==> src/rtl/core/sfd_pkg.sv <==
package sfd_pkg;

    // Sizes of the byte stream and of the header length field
    localparam int unsigned BYTE_W = 8;
    localparam int unsigned LEN_W  = 16;

    // Default depth of the queue between parser and checker
    localparam int unsigned QUEUE_DEPTH_DEF = 4;

    // CRC-16/MODBUS constants
    localparam logic [15:0] CRC_INIT = 16'hFFFF;
    localparam logic [15:0] CRC_POLY = 16'hA001;
    localparam logic [15:0] CRC_LSB  = 16'h0001;

    // Configuration register indexes
    localparam logic [1:0] CFG_SYNC_FIRST  = 2'd0;
    localparam logic [1:0] CFG_SYNC_SECOND = 2'd1;
    localparam logic [1:0] CFG_MAX_LEN     = 2'd2;

    // Reset values of the configuration registers
    localparam logic [7:0]  SYNC_FIRST_RST  = 8'hAA;
    localparam logic [7:0]  SYNC_SECOND_RST = 8'h55;
    localparam logic [15:0] MAX_LEN_RST     = 16'd512;

    // Receive phase of the parser
    typedef enum logic [2:0] {
        PH_SYNC1   = 3'd0,
        PH_SYNC2   = 3'd1,
        PH_HEADER  = 3'd2,
        PH_PAYLOAD = 3'd3,
        PH_CRC_LO  = 3'd4,
        PH_CRC_HI  = 3'd5
    } phase_t;

    // Work handed from parser to checker
    typedef enum logic [2:0] {
        CMD_HDR_FIRST = 3'd0,
        CMD_HDR       = 3'd1,
        CMD_PAY       = 3'd2,
        CMD_CRC_LO    = 3'd3,
        CMD_CRC_HI    = 3'd4
    } cmd_t;

    // Kind of a result item
    typedef enum logic [1:0] {
        KIND_PAYLOAD = 2'd0,
        KIND_GOOD    = 2'd1,
        KIND_CRC_ERR = 2'd2
    } kind_t;

    // One queue entry: command, the byte and the header of its frame
    typedef struct packed {
        cmd_t               cmd;
        logic [BYTE_W-1:0]  data;
        logic [BYTE_W-1:0]  version;
        logic [BYTE_W-1:0]  ftype;
        logic [BYTE_W-1:0]  seq;
        logic [LEN_W-1:0]   len;
    } q_entry_t;

    // Byte-wide CRC-16/MODBUS update, LSB first
    function automatic logic [15:0] crc_byte(input logic [15:0] c_in, input logic [7:0] b);
        logic [15:0] c;
        c = c_in ^ {8'h00, b};
        for (int k = 0; k < 8; k++) begin
            if ((c & CRC_LSB) != 16'h0000)
                c = (c >> 1) ^ CRC_POLY;
            else
                c = c >> 1;
        end
        return c;
    endfunction

endpackage

==> src/rtl/core/sfd_front.sv <==
module sfd_front (
    input  logic                 clk,
    input  logic                 rst_n,
    input  logic                 cfg_we,
    input  logic [1:0]           cfg_addr,
    input  logic [15:0]          cfg_wdata,
    input  logic                 s_tvalid,
    output logic                 s_tready,
    input  logic [7:0]           s_tdata,
    input  logic                 q_full,
    output logic                 q_push,
    output sfd_pkg::q_entry_t    q_wdata
);
    import sfd_pkg::*;

    logic [7:0]       sync_first_reg;
    logic [7:0]       sync_second_reg;
    logic [LEN_W-1:0] max_len_reg;

    phase_t            phase_reg, phase_next;
    logic [2:0]        hdr_cnt_reg, hdr_cnt_next;
    logic [BYTE_W-1:0] version_reg, version_next;
    logic [BYTE_W-1:0] ftype_reg, ftype_next;
    logic [BYTE_W-1:0] seq_reg, seq_next;
    logic [LEN_W-1:0]  len_reg, len_next;
    logic [LEN_W-1:0]  byte_cnt_reg, byte_cnt_next;
    logic [LEN_W-1:0]  full_len;
    logic [LEN_W-1:0]  byte_cnt_inc;
    logic              accept;

    assign s_tready     = !q_full;
    assign accept       = s_tvalid && s_tready;
    assign full_len     = {len_reg[15:8], s_tdata};
    assign byte_cnt_inc = byte_cnt_reg + 16'd1;

    // Write configuration registers
    always_ff @(posedge clk or negedge rst_n)
    begin
        if (!rst_n)
        begin
            sync_first_reg  <= SYNC_FIRST_RST;
            sync_second_reg <= SYNC_SECOND_RST;
            max_len_reg     <= MAX_LEN_RST;
        end
        else if (cfg_we)
        begin
            case (cfg_addr)
                CFG_SYNC_FIRST:  sync_first_reg  <= cfg_wdata[7:0];
                CFG_SYNC_SECOND: sync_second_reg <= cfg_wdata[7:0];
                CFG_MAX_LEN:     max_len_reg     <= cfg_wdata;
                default:         ;
            endcase
        end
    end

    // Hold parser state
    always_ff @(posedge clk or negedge rst_n)
    begin
        if (!rst_n)
        begin
            phase_reg    <= PH_SYNC1;
            hdr_cnt_reg  <= 3'd0;
            version_reg  <= '0;
            ftype_reg    <= '0;
            seq_reg      <= '0;
            len_reg      <= '0;
            byte_cnt_reg <= '0;
        end
        else
        begin
            phase_reg    <= phase_next;
            hdr_cnt_reg  <= hdr_cnt_next;
            version_reg  <= version_next;
            ftype_reg    <= ftype_next;
            seq_reg      <= seq_next;
            len_reg      <= len_next;
            byte_cnt_reg <= byte_cnt_next;
        end
    end

    // Classify each byte and queue the work it needs
    always_comb
    begin
        phase_next    = phase_reg;
        hdr_cnt_next  = hdr_cnt_reg;
        version_next  = version_reg;
        ftype_next    = ftype_reg;
        seq_next      = seq_reg;
        len_next      = len_reg;
        byte_cnt_next = byte_cnt_reg;
        q_push        = 1'b0;
        q_wdata.cmd     = CMD_HDR;
        q_wdata.data    = s_tdata;
        q_wdata.version = version_reg;
        q_wdata.ftype   = ftype_reg;
        q_wdata.seq     = seq_reg;
        q_wdata.len     = len_reg;

        if (accept)
        begin
            unique case (phase_reg)
                PH_SYNC1:
                begin
                    if (s_tdata == sync_first_reg)
                        phase_next = PH_SYNC2;
                end
                PH_SYNC2:
                begin
                    // A repeated first sync byte keeps waiting
                    if (s_tdata == sync_second_reg)
                    begin
                        phase_next   = PH_HEADER;
                        hdr_cnt_next = 3'd0;
                    end
                    else if (s_tdata != sync_first_reg)
                        phase_next = PH_SYNC1;
                end
                PH_HEADER:
                begin
                    q_push       = 1'b1;
                    q_wdata.cmd  = (hdr_cnt_reg == 3'd0) ? CMD_HDR_FIRST : CMD_HDR;
                    hdr_cnt_next = hdr_cnt_reg + 3'd1;
                    case (hdr_cnt_reg)
                        3'd0:    version_next = s_tdata;
                        3'd1:    ftype_next   = s_tdata;
                        3'd2:    seq_next     = s_tdata;
                        3'd3:    len_next     = {s_tdata, 8'h00};
                        default:
                        begin
                            hdr_cnt_next = 3'd0;
                            len_next     = full_len;
                            if (full_len > max_len_reg)
                            begin
                                // Drop an oversized frame silently
                                phase_next   = PH_SYNC1;
                                version_next = '0;
                                ftype_next   = '0;
                                seq_next     = '0;
                                len_next     = '0;
                            end
                            else
                            begin
                                byte_cnt_next = '0;
                                phase_next    = (full_len == '0) ? PH_CRC_LO : PH_PAYLOAD;
                            end
                        end
                    endcase
                end
                PH_PAYLOAD:
                begin
                    q_push        = 1'b1;
                    q_wdata.cmd   = CMD_PAY;
                    byte_cnt_next = byte_cnt_inc;
                    if (byte_cnt_inc >= len_reg)
                        phase_next = PH_CRC_LO;
                end
                PH_CRC_LO:
                begin
                    q_push      = 1'b1;
                    q_wdata.cmd = CMD_CRC_LO;
                    phase_next  = PH_CRC_HI;
                end
                PH_CRC_HI:
                begin
                    // Send the verdict request and clear the frame
                    q_push        = 1'b1;
                    q_wdata.cmd   = CMD_CRC_HI;
                    phase_next    = PH_SYNC1;
                    hdr_cnt_next  = 3'd0;
                    version_next  = '0;
                    ftype_next    = '0;
                    seq_next      = '0;
                    len_next      = '0;
                    byte_cnt_next = '0;
                end
                default:
                begin
                    phase_next    = PH_SYNC1;
                    hdr_cnt_next  = 3'd0;
                    version_next  = '0;
                    ftype_next    = '0;
                    seq_next      = '0;
                    len_next      = '0;
                    byte_cnt_next = '0;
                end
            endcase
        end
    end

endmodule

==> src/rtl/core/sfd_queue.sv <==
module sfd_queue #(
    parameter int unsigned Depth = sfd_pkg::QUEUE_DEPTH_DEF
) (
    input  logic               clk,
    input  logic               rst_n,
    input  logic               push,
    input  sfd_pkg::q_entry_t  wdata,
    output logic               full,
    input  logic               pop,
    output logic               rvalid,
    output sfd_pkg::q_entry_t  rdata
);
    import sfd_pkg::*;

    localparam int unsigned PtrW = (Depth > 1) ? $clog2(Depth) : 1;
    localparam int unsigned CntW = $clog2(Depth + 1);

    q_entry_t          mem [Depth];
    logic [PtrW-1:0]   wr_ptr_reg, wr_ptr_next;
    logic [PtrW-1:0]   rd_ptr_reg, rd_ptr_next;
    logic [CntW-1:0]   count_reg, count_next;
    logic              do_push;
    logic              do_pop;

    assign full    = (count_reg == CntW'(Depth));
    assign rvalid  = (count_reg != '0);
    assign rdata   = mem[rd_ptr_reg];
    assign do_push = push && !full;
    assign do_pop  = pop && rvalid;

    // Advance pointers with wrap at the queue depth
    always_comb
    begin
        wr_ptr_next = wr_ptr_reg;
        rd_ptr_next = rd_ptr_reg;
        count_next  = count_reg;
        if (do_push)
            wr_ptr_next = (wr_ptr_reg == PtrW'(Depth - 1)) ? '0 : wr_ptr_reg + 1'b1;
        if (do_pop)
            rd_ptr_next = (rd_ptr_reg == PtrW'(Depth - 1)) ? '0 : rd_ptr_reg + 1'b1;
        if (do_push && !do_pop)
            count_next = count_reg + 1'b1;
        else if (!do_push && do_pop)
            count_next = count_reg - 1'b1;
    end

    always_ff @(posedge clk or negedge rst_n)
    begin
        if (!rst_n)
        begin
            wr_ptr_reg <= '0;
            rd_ptr_reg <= '0;
            count_reg  <= '0;
        end
        else
        begin
            wr_ptr_reg <= wr_ptr_next;
            rd_ptr_reg <= rd_ptr_next;
            count_reg  <= count_next;
        end
    end

    // Store entries
    always_ff @(posedge clk)
    begin
        if (do_push)
            mem[wr_ptr_reg] <= wdata;
    end

endmodule

==> src/rtl/core/sfd_back.sv <==
module sfd_back (
    input  logic               clk,
    input  logic               rst_n,
    input  logic               q_valid,
    input  sfd_pkg::q_entry_t  q_rdata,
    output logic               q_pop,
    output logic               m_tvalid,
    input  logic               m_tready,
    output logic [47:0]        m_tdata,
    output logic [1:0]         m_tuser,
    output logic               m_tlast
);
    import sfd_pkg::*;

    logic [15:0]       crc_reg, crc_next;
    logic [7:0]        crc_lo_reg, crc_lo_next;
    logic              out_valid_reg, out_valid_next;
    kind_t             out_kind_reg, out_kind_next;
    logic [BYTE_W-1:0] out_data_reg, out_data_next;
    logic [BYTE_W-1:0] out_ver_reg;
    logic [BYTE_W-1:0] out_type_reg;
    logic [BYTE_W-1:0] out_seq_reg;
    logic [LEN_W-1:0]  out_len_reg;
    logic              out_last_reg, out_last_next;
    logic              makes_item;
    logic              load_out;
    logic [15:0]       crc_got;

    assign makes_item = (q_rdata.cmd == CMD_PAY) || (q_rdata.cmd == CMD_CRC_HI);
    assign q_pop      = q_valid && (!makes_item || !out_valid_reg || m_tready);
    assign load_out   = q_pop && makes_item;
    assign crc_got    = {q_rdata.data, crc_lo_reg};

    // Run the CRC and build the result item
    always_comb
    begin
        crc_next      = crc_reg;
        crc_lo_next   = crc_lo_reg;
        out_kind_next = KIND_PAYLOAD;
        out_data_next = q_rdata.data;
        out_last_next = 1'b0;
        if (q_pop)
        begin
            unique case (q_rdata.cmd)
                CMD_HDR_FIRST: crc_next = crc_byte(CRC_INIT, q_rdata.data);
                CMD_HDR:       crc_next = crc_byte(crc_reg, q_rdata.data);
                CMD_PAY:       crc_next = crc_byte(crc_reg, q_rdata.data);
                CMD_CRC_LO:    crc_lo_next = q_rdata.data;
                CMD_CRC_HI:
                begin
                    out_kind_next = (crc_got == crc_reg) ? KIND_GOOD : KIND_CRC_ERR;
                    out_data_next = '0;
                    out_last_next = 1'b1;
                    crc_next      = CRC_INIT;
                end
                default:       ;
            endcase
        end
    end

    // Hold the output until it is taken
    always_comb
    begin
        if (load_out)
            out_valid_next = 1'b1;
        else if (m_tready)
            out_valid_next = 1'b0;
        else
            out_valid_next = out_valid_reg;
    end

    always_ff @(posedge clk or negedge rst_n)
    begin
        if (!rst_n)
        begin
            crc_reg       <= CRC_INIT;
            crc_lo_reg    <= '0;
            out_valid_reg <= 1'b0;
        end
        else
        begin
            crc_reg       <= crc_next;
            crc_lo_reg    <= crc_lo_next;
            out_valid_reg <= out_valid_next;
        end
    end

    always_ff @(posedge clk)
    begin
        if (load_out)
        begin
            out_kind_reg <= out_kind_next;
            out_data_reg <= out_data_next;
            out_ver_reg  <= q_rdata.version;
            out_type_reg <= q_rdata.ftype;
            out_seq_reg  <= q_rdata.seq;
            out_len_reg  <= q_rdata.len;
            out_last_reg <= out_last_next;
        end
    end

    assign m_tvalid = out_valid_reg;
    assign m_tdata  = {out_len_reg, out_seq_reg, out_type_reg, out_ver_reg, out_data_reg};
    assign m_tuser  = out_kind_reg;
    assign m_tlast  = out_last_reg;

endmodule

==> src/rtl/core/sync_frame_deframer_crc16.sv <==
// Channel  | Dir | Signals                          | Contents
// ---------+-----+----------------------------------+----------------------------------
// s_       | in  | s_tvalid s_tready s_tdata[7:0]   | rx_byte
// m_       | out | m_tvalid m_tready m_tdata[47:0]  | data_byte, version, type, seq, len
//          |     | m_tuser[1:0] m_tlast             | item_kind, frame_last
// cfg_     | in  | cfg_we cfg_addr[1:0] cfg_wdata   | sync_first, sync_second, max len
//
// One byte is taken per cycle while the queue to the checker is not full; the byte-wide
// CRC update in the checker sets that rate. A payload byte or a verdict passes through
// the queue and then the checker's output register before it appears on the m_ side.
// The parser stalls only when the queue to the checker is full; the checker stalls
// only on m_tready. rst_n clears all control state at once, no clearing pass.
module sync_frame_deframer_crc16 #(
    parameter int unsigned QueueDepth = sfd_pkg::QUEUE_DEPTH_DEF
) (
    input  logic        clk,
    input  logic        rst_n,
    input  logic        cfg_we,
    input  logic [1:0]  cfg_addr,
    input  logic [15:0] cfg_wdata,
    input  logic        s_tvalid,
    output logic        s_tready,
    input  logic [7:0]  s_tdata,    // [7:0] rx_byte
    output logic        m_tvalid,
    input  logic        m_tready,
    // [7:0] data_byte, [15:8] frame_version, [23:16] cmd_type,
    // [31:24] seq_num, [47:32] body_len
    output logic [47:0] m_tdata,
    output logic [1:0]  m_tuser,    // [1:0] item_kind
    output logic        m_tlast
);
    import sfd_pkg::*;

    q_entry_t q_wdata;
    q_entry_t q_rdata;
    logic     q_push;
    logic     q_full;
    logic     q_pop;
    logic     q_valid;

    // Parse bytes and classify them
    sfd_front u_front (
        .clk       (clk),
        .rst_n     (rst_n),
        .cfg_we    (cfg_we),
        .cfg_addr  (cfg_addr),
        .cfg_wdata (cfg_wdata),
        .s_tvalid  (s_tvalid),
        .s_tready  (s_tready),
        .s_tdata   (s_tdata),
        .q_full    (q_full),
        .q_push    (q_push),
        .q_wdata   (q_wdata)
    );

    // Decouple parser from checker
    sfd_queue #(
        .Depth (QueueDepth)
    ) u_queue (
        .clk    (clk),
        .rst_n  (rst_n),
        .push   (q_push),
        .wdata  (q_wdata),
        .full   (q_full),
        .pop    (q_pop),
        .rvalid (q_valid),
        .rdata  (q_rdata)
    );

    // Run the CRC and emit results
    sfd_back u_back (
        .clk      (clk),
        .rst_n    (rst_n),
        .q_valid  (q_valid),
        .q_rdata  (q_rdata),
        .q_pop    (q_pop),
        .m_tvalid (m_tvalid),
        .m_tready (m_tready),
        .m_tdata  (m_tdata),
        .m_tuser  (m_tuser),
        .m_tlast  (m_tlast)
    );

endmodule

==> config.mk <==
export PLATFORM = sky130hd
export DESIGN_NAME = sync_frame_deframer_crc16
export DESIGN_NICKNAME = d
export VERILOG_FILES = /design/src/rtl/core/sfd_pkg.sv /design/src/rtl/core/sfd_front.sv /design/src/rtl/core/sfd_queue.sv /design/src/rtl/core/sfd_back.sv /design/src/rtl/core/sync_frame_deframer_crc16.sv
export SDC_FILE = /design/constraint.sdc
export NUM_CORES = 1
export LEC_CHECK = 0
export BUFFER_PORTS_ARGS = -buffer_cell sky130_fd_sc_hd__buf_2
export CAP_MARGIN = 5
export CORE_UTILIZATION = 50
export DETAILED_ROUTE_END_ITERATION = 8
export PLACE_DENSITY = 0.74
export SYNTH_ARGS = -nofsm -noshare
export SYNTH_HDL_FRONTEND = slang
export SYNTH_SLANG_ARGS = --single-unit
==> constraint.sdc <==
create_clock -name clk -period 12 [get_ports clk]
set_input_delay 0.6 -clock clk [delete_from_list [all_inputs] [get_ports clk]]
set_output_delay 0.6 -clock clk [all_outputs]
set_load 0.005 [all_outputs]
==> metrics.md <==
| Metric | Value |
|---|---|
| GRT Total Usage | `19.9%` |
| Max-slew headroom | `21.7%` |
| Root buf cell | `clkbuf_16` |
| Wire per inst | `19.6 um` |
| Crit. End Element | `flop` |
| Clock sinks | `381` |
| Vias in the first global route | `9,184` |
| Synth Register Bits | `381` |
| Maximum clock frequency | `267 MHz` |
| Min Tclk post-route | `3.74 ns` |
| Most Used Layer, Global Route | `met2` |
| Final TNS setup | `0 ns` |
| Critical Path RT | `12.46 ns` |
| Register area share after synthesis | `66.2%` |
| Sequential cell area | `10,800 um^2` |
| Period utilization | `31.2%` |
| WS Path Type | `flop to flop` |
| Worst Hold Class | `primary input to async pin` |
| Worst-path clk slew | `0.06 ns` |
| RSZ-0062 raised after global routing | `false` |
| First-pass GRT wire length | `50,800 um` |
| Die area | `33,500 um^2` |
| Post-Route WL | `31,800 um` |
| Largest stage delay, worst path | `0.66 ns` |
| VDD IR-drop max | `0.219 mV` |
| Antenna Cells | `0` |
| Skew final | `0.0130 ns` |
| Pwr Density | `231 nW/um^2` |
| Share of post-route cells with drive strength above 1 | `24.0%` |
| Htree depth | `2` |
| Synth Flop Type | `edfxtp_1` |
| CTS max path bufs | `3` |
| I/O pin cnt | `84` |
| Power after layout | `4.27 mW` |
| Via density | `5.51` |
| Leading area contributor after synthesis | `edfxtp_1` |
| Rows | `65` |
| Syn_area_per_cell | `15.4 um^2` |
| Port bufs | `83` |
| M1 GR Usage | `26.3%` |
| Cells along the critical path | `buf_4, mux4_2, xor2_1, nand2b_1, o21bai_1, ha_1, inv_1, fa_1, xor2_1, nor2_1, xor2_1` |
| Floorplan Core Area | `31,900 um^2` |
| Latest clock arrival within the worst-skew pair | `0.53 ns` |
| Worst R2R Path Depth | `11` |
| Multi-input gate area | `5190 um^2` |
| DRC viols | `0` |
| CP max stage cell | `o21bai_1` |
| Routed vias | `8,955` |
| Outcome | `complete, no violations` |
| Top cells by area, synth | `edfxtp_1, dfrtp_1, mux4_2, dfstp_2, ha_1` |
| CP Max Fanout | `55` |
| Die Span X | `183 um` |
| Syn Std Cell Area | `16,400 um^2` |
| Post-synth EDFFs | `255` |
| Largest net degree at the start of global routing | `56` |
| Initial Utilization | `51.4%` |
| Biggest register | `u_queue.mem` |
| Initial drt markers | `492` |
| Max FFs per register | `204` |
| Routed Antenna Nets | `0` |
| # fillers | `2,514` |
| CTS buffer count | `39` |
| Final max-slew violation count | `0` |
| Global routing met2 resource utilization | `33.8%` |
| Final Setup Violations | `0` |
| Initial antenna violation count | `0` |
| Met3 usage | `3.99%` |
| Ys async rst share | `33.1%` |
| Hold buffers post-CTS | `0` |
| Crit path DAT | `4.20 ns` |
| Cells after Synth | `1,062` |
| Netlist cell types | `55` |
| Die Height | `183 um` |
| Post-route core utilization | `58.0%` |
| Startpoint types | `flop` |
| Post-CTS Setup Bufs | `0` |
| Final nets | `1,235` |
| TritonCTS clock tree | `done` |
| Syn Nets | `1,138` |
| Post-cts sizing count | `0` |
| Max-Cap Viols | `0` |
| DRT Pass-1 Iters | `5` |
| Area growth syn-to-layout | `12.9%` |
| Final hold violations | `0` |
| Final HPWL DP | `20,100 um` |
| Grt ovf | `0` |
| Slew at the pin with the worst max-slew slack | `1.17 ns` |
| Pleak | `6.93 nW` |
| Yosys warns | `0` |
| GP Congestion | `0.874` |
| Yosys top cell area share | `46.7%` |
| Worst path most repeated cell | `xor2_1` |
[cells by family after synthesis]
group	count (synthesis)	share of synthesized area [%]
flops	381	66.2
simple gates	200	5.99
compound gates	132	5.48
mux	115	11.4
buf+inv	95	2.23
xor+xnor	93	5.15
fa+ha+maj	46	3.54
[cell type report]
cell class                      instances  area share, %
Timing Repair Buffer                   95           2.75
Sequential cell                       381           58.6
Clock buffer                           53           5.73
Multi-Input combinational cell        586           28.0
Clock inverter                         19          0.751
Inverter                               56           1.14
Tap cell                              435           2.94
[synth_stat cells, drive strengths merged, types with 8 or more instances]
library cell  number
nand4             10
and3               9
edfxtp           255
nor2              44
nand3              9
mux2              46
nor2b             14
a22o              22
xnor2             54
a21oi             22
nor4               8
dfstp             25
nand2b            10
o21ai             39
a21o              11
clkbuf            28
and2              10
o22ai             11
nand2             63
inv               56
xor2              38
buf               11
ha                44
dfrtp            101
mux2i             16
mux4              53
[path summary, 6_finish.rpt]
kind                                                   startpoint  slack (ns)                                   end
worst max register to register  u_queue.rd_ptr_reg[1]$_DFFE_PN0P_        8.26      u_queue.count_reg[2]$_DFFE_PN0P_
worst max-delay path            u_queue.rd_ptr_reg[1]$_DFFE_PN0P_        8.26      u_queue.count_reg[2]$_DFFE_PN0P_
min in group clk                                    cfg_wdata[15]        0.30   u_front.max_len_reg[15]$_DFFE_PN0P_
worst min register to register   u_queue.count_reg[2]$_DFFE_PN0P_        0.50      u_queue.count_reg[2]$_DFFE_PN0P_
max in group asynchronous                                   rst_n       10.82  u_front.byte_cnt_reg[11]$_DFFE_PN0P_
worst min-delay path                                        rst_n        0.07      u_front.ftype_reg[2]$_DFFE_PN0P_
[through the flow]
| stage | setup WS [ns] | hold slack (ns) | std cells | instance area [um^2] |
|---|---|---|---|---|
| after floorplan | 7.83 | 0.304 | 1062 | 16400 |
| after global placement | 8.28 | 0.488 | 1552 | 17300 |
| after detailed placement | 8.24 | 0.494 | 1552 | 17300 |
| after CTS | 8.22 | 0.0969 | 1624 | 18500 |
| after global routing | 8.02 | 0.104 | 1625 | 18500 |
| final | 8.26 | 0.0744 | 1625 | 18500 |
[power breakdown]
| part | internal, mW | leakage, nW | switching [mW] |
|---|---|---|---|
| logic | 0.606 | 2.46 | 0.650 |
| registers | 1.72 | 3.90 | 0.161 |
| clock network | 0.646 | 0.577 | 0.483 |
[layout by cell type, fill, tap and decap left out, drive strengths merged, types with 4 or more instances in the layout]
| cell | instances |
|---|---|
| mux2i | 16 |
| nand3 | 9 |
| xor2 | 38 |
| nor2b | 14 |
| nand4 | 10 |
| a21o | 11 |
| inv | 58 |
| nand2 | 63 |
| o22ai | 11 |
| mux4 | 53 |
| edfxtp | 255 |
| nand2b | 10 |
| dfrtp | 101 |
| ha | 44 |
| and2 | 10 |
| clkinv | 13 |
| o31ai | 5 |
| buf | 95 |
| nor4 | 8 |
| xnor2 | 54 |
| nand3b | 6 |
| a21oi | 22 |
| a22o | 22 |
| clkbuf | 53 |
| dfstp | 25 |
| nor2 | 44 |
| o211ai | 4 |
| mux2 | 46 |
| nor3 | 7 |
| o21ai | 39 |
| and3 | 9 |
[worst max-delay path, delay by kind of cell (launching register included)]
kind	cells	cell delay [ns]
adders and majority gates	2	0.72
buffers and inverters	2	0.69
AOI/OAI and AO/OA	1	0.66
xor gates and xnor gates	3	0.50
muxes	1	0.49
DFF	1	0.33
and+or+nand+nor	2	0.26
[layer usage]
layer | share of wire (%) | wire length [um]
met1 | 43 | 13700
met5 | 0 | 0
met3 | 5.5 | 1760
met4 | 1.8 | 581
met2 | 49 | 15800
No activity file was read; power rests on OpenSTA's default activity.
